**src/sv/tilt_direction_classifier_core_macros.svh**
```systemverilog
// ----------------------------------------------------------------------------
// Tilt direction classifier assertion macros
// Concurrent assertion shorthands clocked on clock and disabled in reset.
// ----------------------------------------------------------------------------
`ifndef TILT_DIRECTION_CLASSIFIER_CORE_MACROS_SVH
`define TILT_DIRECTION_CLASSIFIER_CORE_MACROS_SVH

// Check a consequent in the same cycle as its antecedent.
`define TDC_ASSERT_NOW(lbl, ante, cons) \
   lbl: assert property (@(posedge clock) disable iff (reset) (ante) |-> (cons)) \
      else $error("tdc assertion failed (same cycle)");

// Check a consequent in the cycle after its antecedent.
`define TDC_ASSERT_NEXT(lbl, ante, cons) \
   lbl: assert property (@(posedge clock) disable iff (reset) (ante) |=> (cons)) \
      else $error("tdc assertion failed (next cycle)");

`endif

```
**src/sv/tdc_pkg.sv**
```systemverilog
// ----------------------------------------------------------------------------
// Tilt direction classifier package
// Direction codes, register indexes, reset values and shared structs.
// ----------------------------------------------------------------------------
`timescale 1ns / 1ps

package tdc_pkg;

   typedef enum logic [3:0] {
      DIR_NONE       = 4'd0,
      DIR_UP         = 4'd1,
      DIR_DOWN       = 4'd2,
      DIR_LEFT       = 4'd3,
      DIR_RIGHT      = 4'd4,
      DIR_UP_LEFT    = 4'd5,
      DIR_UP_RIGHT   = 4'd6,
      DIR_DOWN_LEFT  = 4'd7,
      DIR_DOWN_RIGHT = 4'd8
   } dir_type;

   localparam int unsigned CSR_INDEX_W = 3;
   localparam int unsigned CSR_DATA_W  = 16;

   typedef logic [CSR_INDEX_W-1:0] csr_index_type;

   localparam csr_index_type CSR_ENTER_THRESHOLD  = 3'd0;
   localparam csr_index_type CSR_EXIT_THRESHOLD   = 3'd1;
   localparam csr_index_type CSR_REPEAT_SAMPLES   = 3'd2;
   localparam csr_index_type CSR_SAMPLE_PERIOD_MS = 3'd3;
   localparam csr_index_type CSR_OFFSET_X         = 3'd4;
   localparam csr_index_type CSR_OFFSET_Y         = 3'd5;

   localparam logic [15:0] RST_ENTER_THRESHOLD  = 16'd4200;
   localparam logic [15:0] RST_EXIT_THRESHOLD   = 16'd2200;
   localparam logic [7:0]  RST_REPEAT_SAMPLES   = 8'd0;
   localparam logic [15:0] RST_SAMPLE_PERIOD_MS = 16'd50;

   // Classification settings handed to the classifier.
   typedef struct packed {
      logic        [15:0] enter_threshold;
      logic        [15:0] exit_threshold;
      logic signed [15:0] offset_x;
      logic signed [15:0] offset_y;
   } tdc_cfg_type;

   // Classifier verdict for one sample.
   typedef struct packed {
      dir_type dir;
      logic    release_hold;
   } tdc_class_type;

endpackage

```
**src/sv/tdc_if.sv**
```systemverilog
// ----------------------------------------------------------------------------
// Tilt direction classifier channel interfaces
// Valid/ready channels for sample requests and direction responses.
// ----------------------------------------------------------------------------
`timescale 1ns / 1ps

interface tdc_req_if;
   logic               valid;
   logic               ready;
   logic        [31:0] now_ms;
   logic signed [15:0] raw_x;
   logic signed [15:0] raw_y;

   modport source (output valid, now_ms, raw_x, raw_y, input ready);
   modport sink   (input valid, now_ms, raw_x, raw_y, output ready);
endinterface

interface tdc_rsp_if;
   logic       valid;
   logic       ready;
   logic [3:0] direction;
   logic       sampled;

   modport source (output valid, direction, sampled, input ready);
   modport sink   (input valid, direction, sampled, output ready);
endinterface

```
**src/sv/tilt_direction_classifier_core.sv**
```systemverilog
// ----------------------------------------------------------------------------
// Tilt direction classifier core
// Period-gates timestamped X/Y accelerometer samples and reports tilt
// directions with exit hysteresis and repeat suppression.
// ----------------------------------------------------------------------------
//  channel  | direction | contents
//  ---------+-----------+-----------------------------------------------
//  req_ch   | in        | now_ms[31:0], raw_x[15:0] s, raw_y[15:0] s
//  rsp_ch   | out       | direction[3:0], sampled
//  csr_*    | in        | csr_we, csr_index[2:0], csr_wdata[15:0]
//
//  One transaction per clock sustained while the receiver is ready. A request
//  accepted sits in the input register, then moves to the result register
//  (response valid from then on) and completes as a response transaction once taken.
//  Held direction, repeat count and last accept time update when a sample
//  leaves the input register, so each sample sees its predecessor's state.
//  Synchronous active-high reset clears state and loads register defaults.
//  A stalled response holds the result register; the input register keeps
//  accepting as long as it can drain into the result register.
// ----------------------------------------------------------------------------
`timescale 1ns / 1ps

`include "tilt_direction_classifier_core_macros.svh"

module tilt_direction_classifier_core
   import tdc_pkg::*;
(
   input  logic                  clock,
   input  logic                  reset,
   tdc_req_if.sink               req_ch,
   tdc_rsp_if.source             rsp_ch,
   input  logic                  csr_we,
   input  csr_index_type         csr_index,
   input  logic [CSR_DATA_W-1:0] csr_wdata
);

   // Configuration registers
   logic        [15:0] enter_threshold_ff;
   logic        [15:0] exit_threshold_ff;
   logic        [7:0]  repeat_samples_ff;
   logic        [15:0] sample_period_ff;
   logic signed [15:0] offset_x_ff;
   logic signed [15:0] offset_y_ff;

   // Input register
   logic               s1_valid_ff;
   logic        [31:0] s1_now_ff;
   logic signed [15:0] s1_raw_x_ff;
   logic signed [15:0] s1_raw_y_ff;

   // Result register
   logic               out_valid_ff;
   dir_type            out_dir_ff;
   logic               out_sampled_ff;

   // Classifier state
   dir_type            held_ff;
   dir_type            held_in;
   logic        [7:0]  repeat_ff;
   logic        [7:0]  repeat_in;
   logic        [31:0] last_time_ff;

   tdc_cfg_type        cfg;
   tdc_class_type      verdict;
   logic               advance;
   logic               req_fire;
   logic        [31:0] elapsed;
   logic               skip;
   dir_type            res_dir;

   // Advance when the result register is empty or being drained this cycle
   assign advance  = s1_valid_ff && (!out_valid_ff || rsp_ch.ready);
   assign req_ch.ready = !s1_valid_ff || advance;
   assign req_fire = req_ch.valid && req_ch.ready;

   assign rsp_ch.valid     = out_valid_ff;
   assign rsp_ch.direction = out_dir_ff;
   assign rsp_ch.sampled   = out_sampled_ff;

   // Configuration writes; drop writes to unknown indexes
   always_ff @(posedge clock) begin
      if (reset) begin
         enter_threshold_ff <= RST_ENTER_THRESHOLD;
         exit_threshold_ff  <= RST_EXIT_THRESHOLD;
         repeat_samples_ff  <= RST_REPEAT_SAMPLES;
         sample_period_ff   <= RST_SAMPLE_PERIOD_MS;
         offset_x_ff        <= '0;
         offset_y_ff        <= '0;
      end else if (csr_we) begin
         unique case (csr_index)
            CSR_ENTER_THRESHOLD:  enter_threshold_ff <= csr_wdata;
            CSR_EXIT_THRESHOLD:   exit_threshold_ff  <= csr_wdata;
            CSR_REPEAT_SAMPLES:   repeat_samples_ff  <= csr_wdata[7:0];
            CSR_SAMPLE_PERIOD_MS: sample_period_ff   <= csr_wdata;
            CSR_OFFSET_X:         offset_x_ff        <= signed'(csr_wdata);
            CSR_OFFSET_Y:         offset_y_ff        <= signed'(csr_wdata);
            default: ;
         endcase
      end
   end

   assign cfg.enter_threshold = enter_threshold_ff;
   assign cfg.exit_threshold  = exit_threshold_ff;
   assign cfg.offset_x        = offset_x_ff;
   assign cfg.offset_y        = offset_y_ff;

   tdc_classify u_classify (
      .cfg     (cfg),
      .raw_x   (s1_raw_x_ff),
      .raw_y   (s1_raw_y_ff),
      .verdict (verdict)
   );

   // Period gate: a zero last time means no sample yet
   assign elapsed = s1_now_ff - last_time_ff;
   assign skip    = (last_time_ff != 32'd0) && (elapsed < 32'(sample_period_ff));

   // Hysteresis and repeat countdown
   always_comb begin
      held_in   = held_ff;
      repeat_in = repeat_ff;
      res_dir   = DIR_NONE;
      priority if (skip) begin
         // skipped sample leaves the state alone
      end else if (verdict.release_hold) begin
         held_in   = DIR_NONE;
         repeat_in = 8'd0;
      end else if (verdict.dir != DIR_NONE) begin
         priority if (verdict.dir != held_ff) begin
            held_in   = verdict.dir;
            repeat_in = repeat_samples_ff;
            res_dir   = verdict.dir;
         end else if (repeat_ff != 8'd0) begin
            repeat_in = repeat_ff - 8'd1;
         end else begin
            repeat_in = repeat_samples_ff;
            res_dir   = verdict.dir;
         end
      end
   end

   // Input register: hold while the result side is stalled
   always_ff @(posedge clock) begin
      if (reset) begin
         s1_valid_ff <= 1'b0;
      end else if (req_ch.ready) begin
         s1_valid_ff <= req_ch.valid;
      end
      if (req_fire) begin
         s1_now_ff   <= req_ch.now_ms;
         s1_raw_x_ff <= req_ch.raw_x;
         s1_raw_y_ff <= req_ch.raw_y;
      end
   end

   // Result register and classifier state
   always_ff @(posedge clock) begin
      if (reset) begin
         out_valid_ff <= 1'b0;
         held_ff      <= DIR_NONE;
         repeat_ff    <= 8'd0;
         last_time_ff <= 32'd0;
      end else begin
         if (advance) begin
            out_valid_ff <= 1'b1;
            held_ff      <= held_in;
            repeat_ff    <= repeat_in;
            if (!skip) begin
               last_time_ff <= s1_now_ff;
            end
         end else if (rsp_ch.ready) begin
            out_valid_ff <= 1'b0;
         end
      end
      if (advance) begin
         out_dir_ff     <= res_dir;
         out_sampled_ff <= !skip;
      end
   end

   // A reported direction becomes the held direction
   `TDC_ASSERT_NEXT(a_report_holds, advance && (res_dir != DIR_NONE), held_ff == $past(res_dir))
   // A skipped sample changes neither the hold nor the countdown
   `TDC_ASSERT_NEXT(a_skip_keeps, advance && skip, $stable(held_ff) && $stable(repeat_ff))
   // A skipped sample leaves the last accept time alone
   `TDC_ASSERT_NEXT(a_skip_keeps_time, advance && skip, $stable(last_time_ff))
   // A skipped response never carries a direction
   `TDC_ASSERT_NOW(a_skip_none, out_valid_ff && !out_sampled_ff, out_dir_ff == DIR_NONE)
   // An accepted request is in the input register next cycle
   `TDC_ASSERT_NEXT(a_req_lands, req_fire, s1_valid_ff)

endmodule

```
**src/sv/tdc_classify.sv**
```systemverilog
// ----------------------------------------------------------------------------
// Tilt direction classifier - sample classification
// Removes offsets, takes magnitudes and maps them to a direction code and a release flag.
// ----------------------------------------------------------------------------
`timescale 1ns / 1ps

module tdc_classify
   import tdc_pkg::*;
(
   input  tdc_cfg_type        cfg,
   input  logic signed [15:0] raw_x,
   input  logic signed [15:0] raw_y,
   output tdc_class_type      verdict
);

   logic signed [16:0] ax;
   logic signed [16:0] ay;
   logic        [16:0] ax_abs;
   logic        [16:0] ay_abs;
   logic        [15:0] mx;
   logic        [15:0] my;
   logic               right;
   logic               down;
   logic               x_tilt;
   logic               y_tilt;

   // 17-bit difference never wraps; magnitude stays within 16 bits
   assign ax = 17'(raw_x) - 17'(cfg.offset_x);
   assign ay = 17'(raw_y) - 17'(cfg.offset_y);

   assign right  = ax[16];
   assign down   = ay[16];
   assign ax_abs = right ? (17'd0 - ax) : ax;
   assign ay_abs = down  ? (17'd0 - ay) : ay;
   assign mx     = ax_abs[15:0];
   assign my     = ay_abs[15:0];

   assign x_tilt = (mx >= cfg.enter_threshold);
   assign y_tilt = (my >= cfg.enter_threshold);

   always_comb begin
      priority if (!x_tilt && !y_tilt) begin
         verdict.dir = DIR_NONE;
      end else if (x_tilt && y_tilt) begin
         priority if (right && down) verdict.dir = DIR_DOWN_RIGHT;
         else if (right)             verdict.dir = DIR_UP_RIGHT;
         else if (down)              verdict.dir = DIR_DOWN_LEFT;
         else                        verdict.dir = DIR_UP_LEFT;
      end else if (mx >= my) begin
         verdict.dir = right ? DIR_RIGHT : DIR_LEFT;
      end else begin
         verdict.dir = down ? DIR_DOWN : DIR_UP;
      end
      verdict.release_hold = (mx < cfg.exit_threshold) && (my < cfg.exit_threshold);
   end

endmodule

```
**src/flat_wrapper.sv**
```systemverilog
// flat-port wrapper written by rule: the top's interface ports become plain ports
module tilt_direction_classifier_core_flat import tdc_pkg::*;
  (clock, reset, csr_we, csr_index, csr_wdata, req_ch_valid, req_ch_now_ms, req_ch_raw_x, req_ch_raw_y, req_ch_ready, rsp_ch_valid, rsp_ch_direction, rsp_ch_sampled, rsp_ch_ready);
  tdc_req_if req_ch_i ();
  tdc_rsp_if rsp_ch_i ();
  input  logic clock;
  input  logic reset;
  input  logic csr_we;
  input  csr_index_type csr_index;
  input  logic [CSR_DATA_W-1:0] csr_wdata;
  input wire logic [$bits(req_ch_i.valid)-1:0] req_ch_valid;
  input wire logic [$bits(req_ch_i.now_ms)-1:0] req_ch_now_ms;
  input wire logic [$bits(req_ch_i.raw_x)-1:0] req_ch_raw_x;
  input wire logic [$bits(req_ch_i.raw_y)-1:0] req_ch_raw_y;
  output wire logic [$bits(req_ch_i.ready)-1:0] req_ch_ready;
  output wire logic [$bits(rsp_ch_i.valid)-1:0] rsp_ch_valid;
  output wire logic [$bits(rsp_ch_i.direction)-1:0] rsp_ch_direction;
  output wire logic [$bits(rsp_ch_i.sampled)-1:0] rsp_ch_sampled;
  input wire logic [$bits(rsp_ch_i.ready)-1:0] rsp_ch_ready;
  assign req_ch_i.valid = req_ch_valid;
  assign req_ch_i.now_ms = req_ch_now_ms;
  assign req_ch_i.raw_x = req_ch_raw_x;
  assign req_ch_i.raw_y = req_ch_raw_y;
  assign req_ch_ready = req_ch_i.ready;
  assign rsp_ch_valid = rsp_ch_i.valid;
  assign rsp_ch_direction = rsp_ch_i.direction;
  assign rsp_ch_sampled = rsp_ch_i.sampled;
  assign rsp_ch_i.ready = rsp_ch_ready;
  tilt_direction_classifier_core u_core (.clock(clock), .reset(reset), .req_ch(req_ch_i), .rsp_ch(rsp_ch_i), .csr_we(csr_we), .csr_index(csr_index), .csr_wdata(csr_wdata));
endmodule
```
**config.mk**
```make
export PLATFORM = sky130hd
export DESIGN_NAME = tilt_direction_classifier_core_flat
export DESIGN_NICKNAME = d
export VERILOG_FILES = /design/src/sv/tdc_pkg.sv /design/src/sv/tdc_if.sv /design/src/sv/tilt_direction_classifier_core.sv /design/src/sv/tdc_classify.sv /design/src/flat_wrapper.sv
export VERILOG_INCLUDE_DIRS = /design/src /design/src/sv
export SDC_FILE = /design/constraint.sdc
export NUM_CORES = 1
export LEC_CHECK = 0
export BUFFER_PORTS_ARGS = -buffer_cell sky130_fd_sc_hd__buf_2
export CORE_MARGIN = 3
export CORE_UTILIZATION = 45
export DETAILED_ROUTE_END_ITERATION = 6
export SYNTH_ARGS = -nofsm -noshare
export SYNTH_HDL_FRONTEND = slang
export SYNTH_SLANG_ARGS = --single-unit
```
**constraint.sdc**
```tcl
create_clock -name clock -period 6.7 [get_ports clock]
set_input_delay 1.34 -clock clock [delete_from_list [all_inputs] [get_ports clock]]
set_output_delay 1.34 -clock clock [all_outputs]
set_load 0.005 [all_outputs]
```
== Word-level counts from Yosys, hierarchy flattened ==
Index checks and enable logic that the tools add are counted.
Cells by class
  reduce and logical (&&, ||, !) cells: 31
  equal/unequal tests: 6
  mux-type cells: 21
  bitwise gates (word level): 2
  order comparisons: 6
  add/sub/neg operators: 6
Operators with widths (number)
  $ge A16 B16 Y1: 3
  $sub A16 B16 Y17: 2
  $lt A16 B16 Y1: 2
  $lt A32 B16 Y1: 1
  $mux W16: 2
  $mux W4: 8
  $mux W8: 4
  $reduce_bool A32 Y1: 1
  $sub A1 B16 Y16 const A: 2
  $sub A32 B32 Y32: 1
  $reduce_and A2 Y1: 7
  $reduce_bool A8 Y1: 1
  $sub A8 B1 Y8 const B: 1
  $logic_and A1 B1 Y1: 7
  $eq A3 B2 Y1 const B: 2
  $eq A3 B3 Y1 const B: 2
  $mux W2: 3
  $mux W3: 2
  $reduce_bool A2 Y1: 3
  $logic_not A1 Y1: 5
  $ne A4 B4 Y1: 1
  $reduce_and A4 Y1: 1
  $reduce_bool A4 Y1: 1
  $eq A3 B1 Y1 const B: 1
  6 further kinds: 9
Storage, ports and cells
  bits of input ports: 88
  register bits after elaboration: 203

== Longest topological paths before layout ==
  depth after elaboration: 11
  depth in mapped cells: 27
  gate-level depth less buffers: 26

== Cells and area by module ==
Synthesis repeated with hierarchy kept, for this count alone.
Unflattened totals
  cells, all modules: 1733
  area, all modules: 14325.0 µm²
Modules (own cells, without submodules)
  tilt_direction_classifier_core: sequential area each 4754.6 µm², times used 1, area an instance 10067.2 µm², cells each 1146
  tdc_classify: sequential area each 0.0 µm², times used 1, area an instance 4257.8 µm², cells each 587

== Least setup slack after synthesis ==
Ideal clock, no wire load.
  path kind: register -> register
  start point: register u_core.s1_raw_x_ff[7]
  end point: register u_core.out_dir_ff[2], in the netlist u_core.rsp_ch.direction[2], data pin
  period minus slack after synthesis: 5979 ps
  arrival: 5713 ps
  path buffers: 1
  cell stages (with the launch flop): 24
  data required time: 6434 ps
  path slack: 721 ps
  cell sequence: edfxtp_1 > ha_1 > a2111oi_2 > a211oi_1 > o21ai_1 > a21oi_1 > o31a_1 > o21a_1 > or3_1 > a2111oi_0 > mux2_2 > xnor2_1 > ha_1 > and4_1 > a221o_1 > a31o_2 > nand3_1 > a21oi_1 > or3_1 > a211o_1 > or2_1 > clkbuf_1 > nand3_1 > nor3_1
Between the ends
  cells in the longest elaborated chain, start to end: 10
  elaborated cells on any way between the ends: 23
  classes of those cells: add/sub (2); order compare (3); eq/ne (1); mux (9); bitwise (1); reduce/logical (7)
Ends and longest elaborated chain
  from (decl): RTL line tilt_direction_classifier_core.sv:48  | logic signed [15:0] s1_raw_x_ff;
  from (signal assigned): RTL line tilt_direction_classifier_core.sv:151  | s1_raw_x_ff <= req_ch.raw_x;
  $sub A16 B16 Y17 (*): RTL line tdc_classify.sv:28  | assign ax = 17'(raw_x) - 17'(cfg.offset_x);
  $sub A1 B16 Y16: RTL line tdc_classify.sv:33  | assign ax_abs = right ? (17'd0 - ax) : ax;
  $mux W16: RTL line tdc_classify.sv:33
  $ge A16 B16 Y1 (on tied branches): RTL line tdc_classify.sv:49, tdc_classify.sv:38
  $mux W3, or another cell as far along: RTL line tdc_classify.sv:49  | end else if (mx >= my) begin
  $mux W4 / $logic_and A1 B1 Y1 (equally long branches): RTL line tdc_classify.sv:44, tdc_classify.sv:42
  $mux W4: RTL line tdc_classify.sv:42  | priority if (!x_tilt && !y_tilt) begin
  $reduce_bool A4 Y1: RTL line tilt_direction_classifier_core.sv:128  | end else if (verdict.dir != DIR_NONE) begin
  $not A1 Y1 (no line)
  $reduce_or A3 Y1 (no line)
  to (signal assigned): RTL line tilt_direction_classifier_core.sv:176  | out_dir_ff <= res_dir;
  to (decl): RTL line tilt_direction_classifier_core.sv:53  | dir_type out_dir_ff;
Every way passes the cells marked *; elsewhere a longest branch is shown, timed or not.
A chain may end at the register's enable or synchronous reset.

== Worst setup path after layout ==
  start point: register u_core.s1_raw_y_ff[0]
  end point: register u_core.repeat_ff[3]
Between the ends
  cells in the longest elaborated chain, start to end: 11
  elaborated cells on any way between the ends: 25
  classes of those cells: add/sub (2); order compare (3); eq/ne (1); mux (11); reduce/logical (8)
Ends and longest elaborated chain
  from (decl): RTL line tilt_direction_classifier_core.sv:49  | logic signed [15:0] s1_raw_y_ff;
  from (signal assigned): RTL line tilt_direction_classifier_core.sv:152  | s1_raw_y_ff <= req_ch.raw_y;
  $sub A16 B16 Y17 (*): RTL line tdc_classify.sv:29  | assign ay = 17'(raw_y) - 17'(cfg.offset_y);
  $sub A1 B16 Y16: RTL line tdc_classify.sv:34  | assign ay_abs = down ? (17'd0 - ay) : ay;
  $mux W16: RTL line tdc_classify.sv:34
  $ge A16 B16 Y1 (on tied branches): RTL line tdc_classify.sv:49, tdc_classify.sv:39
  $mux W3, or another cell as far along: RTL line tdc_classify.sv:49
  $mux W4 / $logic_and A1 B1 Y1 (equally long branches): RTL line tdc_classify.sv:44, tdc_classify.sv:42
  $mux W4: RTL line tdc_classify.sv:42
  $ne A4 B4 Y1: RTL line tilt_direction_classifier_core.sv:129  | priority if (verdict.dir != held_ff) begin
  $mux W8: RTL line tilt_direction_classifier_core.sv:129
  $mux W8: RTL line tilt_direction_classifier_core.sv:128
  $mux W8: RTL line tilt_direction_classifier_core.sv:125  | end else if (verdict.release_hold) begin
  to (signal assigned): RTL line tilt_direction_classifier_core.sv:167  | repeat_ff <= repeat_in;
  to (decl): RTL line tilt_direction_classifier_core.sv:59  | logic [7:0] repeat_ff;
Every way passes the cells marked *; elsewhere a longest branch is shown, timed or not. The select of a mux whose other input is x is not followed.

==> out/metrics.yaml <==
worst_setup_path:
  critPathLaunchType: "flip-flop"
  timing.critical_path.max_delay_family: "compound AO/OA/AOI/OAI gates"
  category_of_the_most_critical_setup_path: "reg2reg"
  critPathBufInv: 2
  timing.critical_path.slowest_cell_delay_ps: 500
  critical-path-slowest-cell: "sky130_fd_sc_hd__or4_4"
  timing.critical_path.depth: 27
  critical_path.endpoint_type: "flip-flop"
  cp.arrival_ps: 6850
  ff2ff_path_depth: 27
  cp.required_ps: 7120
  cp_max_fo: 11
clock_network:
  clk_path_buf_depth: 3
  count_of_hold_buffers_inserted_by_post_cts_repair: 0
  clock_insertion_delay_at_the_later_pin_of_the_skew_report_ps: 540
  cts_made_buffers: 24
  root_buffer: "sky130_fd_sc_hd__clkbuf_16"
  tritoncts: "done"
  htree_num_levels: 1
  clkTransAtPathRegs_ps: 70
  clock_sink_count: 203
final_layout:
  most_common_cell_after_layout_fill_and_taps_aside: "sky130_fd_sc_hd__nand2_1"
  area_added_between_synthesis_and_finish_pct: 14.0
  most_frequent_cells_in_the_layout: "sky130_fd_sc_hd__nand2_1, sky130_fd_sc_hd__a21oi_1, sky130_fd_sc_hd__inv_1, sky130_fd_sc_hd__ha_1, sky130_fd_sc_hd__dfxtp_1"
  antennaDiodeCount: 0
  fin_area_sq_um: 15800
  fraction_of_final_layout_cells_with_drive_strength_greater_than_1_pct: 11.8
  postLayoutCoreUtil_pct: 52.7
  stdcell_count: 2181
  fillers: 2852
  nets: 2024
synthesis:
  postSynth.asyncResetShare_pct: 0
  synthesis.area_per_instance_sq_um: 8.29
  synth.yosys.seq_area_share_pct: 34.2
  synth_flop_cell: "sky130_fd_sc_hd__dfxtp_1"
  yosys.cell_types.count: 69
  synth_edf_count: 69
  mappedNetlistNets: 1926
  synthCells: 1675
  synthesis.area_sq_um: 13900
  ys_ff_latch: 203
  ys_warns: 0
global_routing:
  grt_pass1_vias: 11400
  initial_antenna_violation_count: 4
  overflow: 0
  grt_pass1_wl_um: 61300
  global_route.usage.total_pct: 22.8
  grt_start_max_net_pins: 85
sta:
  slew_headroom_pct: 28.1
  tightest_slew_ps: 1070
  finClkSkew_ps: 20.0
  holdWs_ps: 453
  hold_viol_final: 0
  period_minus_slack_ps: 6430
  fmax_ghz: 0.155
  finalCritPeriodShare_pct: 96.0
  finalSetupViolations: 0
  finalMaxSlewViolations: 0
min_path:
  holdCritPathClass: "reg2reg"
  worst_hold_path.num_cells: 2
routing:
  post-route-drc-count: 0
  dr_total_vias: 12200
  post_drt_wl_per_cell_um: 17.9
  dr.pass1.iters: 5
  route.final.wire_length_um: 39000
  antenna_violating_nets_post_route: 0
  drtIter0Drc: 801
  via_per_inst: 5.61
placement:
  post_detail_place_hpwl_um: 29600
  gp_congestion: 0.930
  dp_cells: 2131
  port_buffers: 94
  placed_area_sq_um: 14800
run:
  max_cap_viol_count: 0
die:
  coreArea_sq_um: 30000
  number_of_placement_rows: 63
  die_height_um: 182
  x_dimension_of_the_die_um: 182
  initial_core_util_pct: 46.3
  pin_count: 95
  dieArea_sq_um: 33000
power:
  relative_contribution_of_sequential_cells_to_total_power_pct: 35.5
  post-layout-total-power_mw: 3.84
  power.switching_fraction_pct: 33.3
  ir_drop_uv: 191
  power_frac_clock_pct: 33.5
  power_density_nw_per_um2: 243
  internal_mw: 2.56
  power.static_leakage_nw: 6.23
  power.switching_mw: 1.28
  power_frac_comb_pct: 30.9
outcome:
  status: "complete, no violations"
[cell families (layout without fill, tap and decap cells)]
group | Yosys count | count (layout) | share of synthesized area [%]
and+or+nand+nor | 585 | 585 | 19.6
AOI/OAI and AO/OA | 408 | 408 | 18.5
buffers and inverters | 211 | 327 | 5.90
DFF | 203 | 203 | 34.2
adders and majority gates | 163 | 163 | 14.8
xor gates and xnor gates | 65 | 65 | 4.10
muxes | 40 | 40 | 2.92
[layout make-up]
| class | instances | area [sq um] | area share [%] |
|---|---|---|---|
| multi-input cells | 1261 | 8540 | 53.9 |
| inverters | 163 | 612 | 3.86 |
| flip-flops and latches | 203 | 4750 | 30.0 |
| clock inverters | 13 | 131 | 0.830 |
| clock buffers | 31 | 637 | 4.02 |
| well taps | 390 | 488 | 3.08 |
| repair buffers | 120 | 672 | 4.24 |
[stage by stage]
step,TNS (ps),setup slack (ps)
after detailed placement,0,119
after CTS,0,83.2
after global routing,-315,-64.8
after floorplan,0,721
after global placement,0,303
final,0,267
[cells in the mapped netlist (19+ instances only)]
library cell / count / area, sq um
sky130_fd_sc_hd__clkbuf_1: 40 / 150
sky130_fd_sc_hd__mux2i_1: 36 / 360
sky130_fd_sc_hd__edfxtp_1: 69 / 2070
sky130_fd_sc_hd__nand3_1: 41 / 205
sky130_fd_sc_hd__nand2_1: 236 / 886
sky130_fd_sc_hd__xnor2_1: 42 / 368
sky130_fd_sc_hd__inv_1: 162 / 608
sky130_fd_sc_hd__nor3_1: 27 / 135
sky130_fd_sc_hd__o21a_1: 20 / 150
sky130_fd_sc_hd__a21oi_1: 176 / 881
sky130_fd_sc_hd__o21ai_0: 57 / 285
sky130_fd_sc_hd__nor2_1: 132 / 495
sky130_fd_sc_hd__a21o_1: 19 / 143
sky130_fd_sc_hd__dfxtp_1: 134 / 2680
sky130_fd_sc_hd__nand4_1: 22 / 138
sky130_fd_sc_hd__nor2b_1: 21 / 131
sky130_fd_sc_hd__xor2_1: 23 / 201
sky130_fd_sc_hd__ha_1: 160 / 2000
[worst min-delay path: cells and delay by family (launching register included)]
kind	cells	cell delay, ps
flops	1	300
compound gates	1	50
simple gates	1	50
[path summary, 6_finish.rpt]
| check | start | end | slack [ps] |
|---|---|---|---|
| max reg2reg | u_core.s1_raw_y_ff[0] | u_core.repeat_ff[3] | 270 |
| min | u_core.offset_x_ff[5] | u_core.offset_x_ff[5] | 450 |
| min reg2reg | u_core.offset_x_ff[5] | u_core.offset_x_ff[5] | 450 |
| max | u_core.s1_raw_y_ff[0] | u_core.repeat_ff[3] | 270 |
[power by group through the flow]
stage / Clock (mW) / Sequential (mW) / Combinational (mW)
after floorplan: 0 / 1.38 / 0.796
after global placement: 0 / 1.39 / 1.11
after detailed placement: 0 / 1.39 / 1.13
after CTS: 1.33 / 1.36 / 1.13
after global routing: 1.37 / 1.37 / 1.33
final: 1.29 / 1.36 / 1.19
[timing repair]
action                                  CTS  global route
endpoints found under the setup margin    0            16
buffers inserted                          0             6
gates resized for setup                   0            46
[state kept, by name (all words and copies together) (netlist names)]
register,cells
u_core.s1_raw_y_ff,16
u_core.repeat_samples_ff,8
u_core.last_time_ff,32
u_core.exit_threshold_ff,16
u_core.offset_y_ff,16
u_core.s1_raw_x_ff,16
u_core.enter_threshold_ff,16
u_core.rsp_ch.direction,4
u_core.sample_period_ff,16
u_core.repeat_ff,8
u_core.offset_x_ff,16
u_core.s1_now_ff,32
u_core.s1_valid_ff,1
u_core.held_ff,4
u_core.rsp_ch.valid,1
u_core.rsp_ch.sampled,1
[routing by layer]
| metal | GRT usage, % | share of wire [%] | up-vias |
|---|---|---|---|
| met5 | 0 | 0.11 | - |
| met2 | 34.0 | 42 | 307 |
| li1 | - | - | 6126 |
| met4 | 5.27 | 2.3 | 8 |
| met1 | 34.8 | 50 | 5729 |
| met3 | 3.33 | 5.6 | 55 |
No activity file was read; power rests on OpenSTA's default activity.
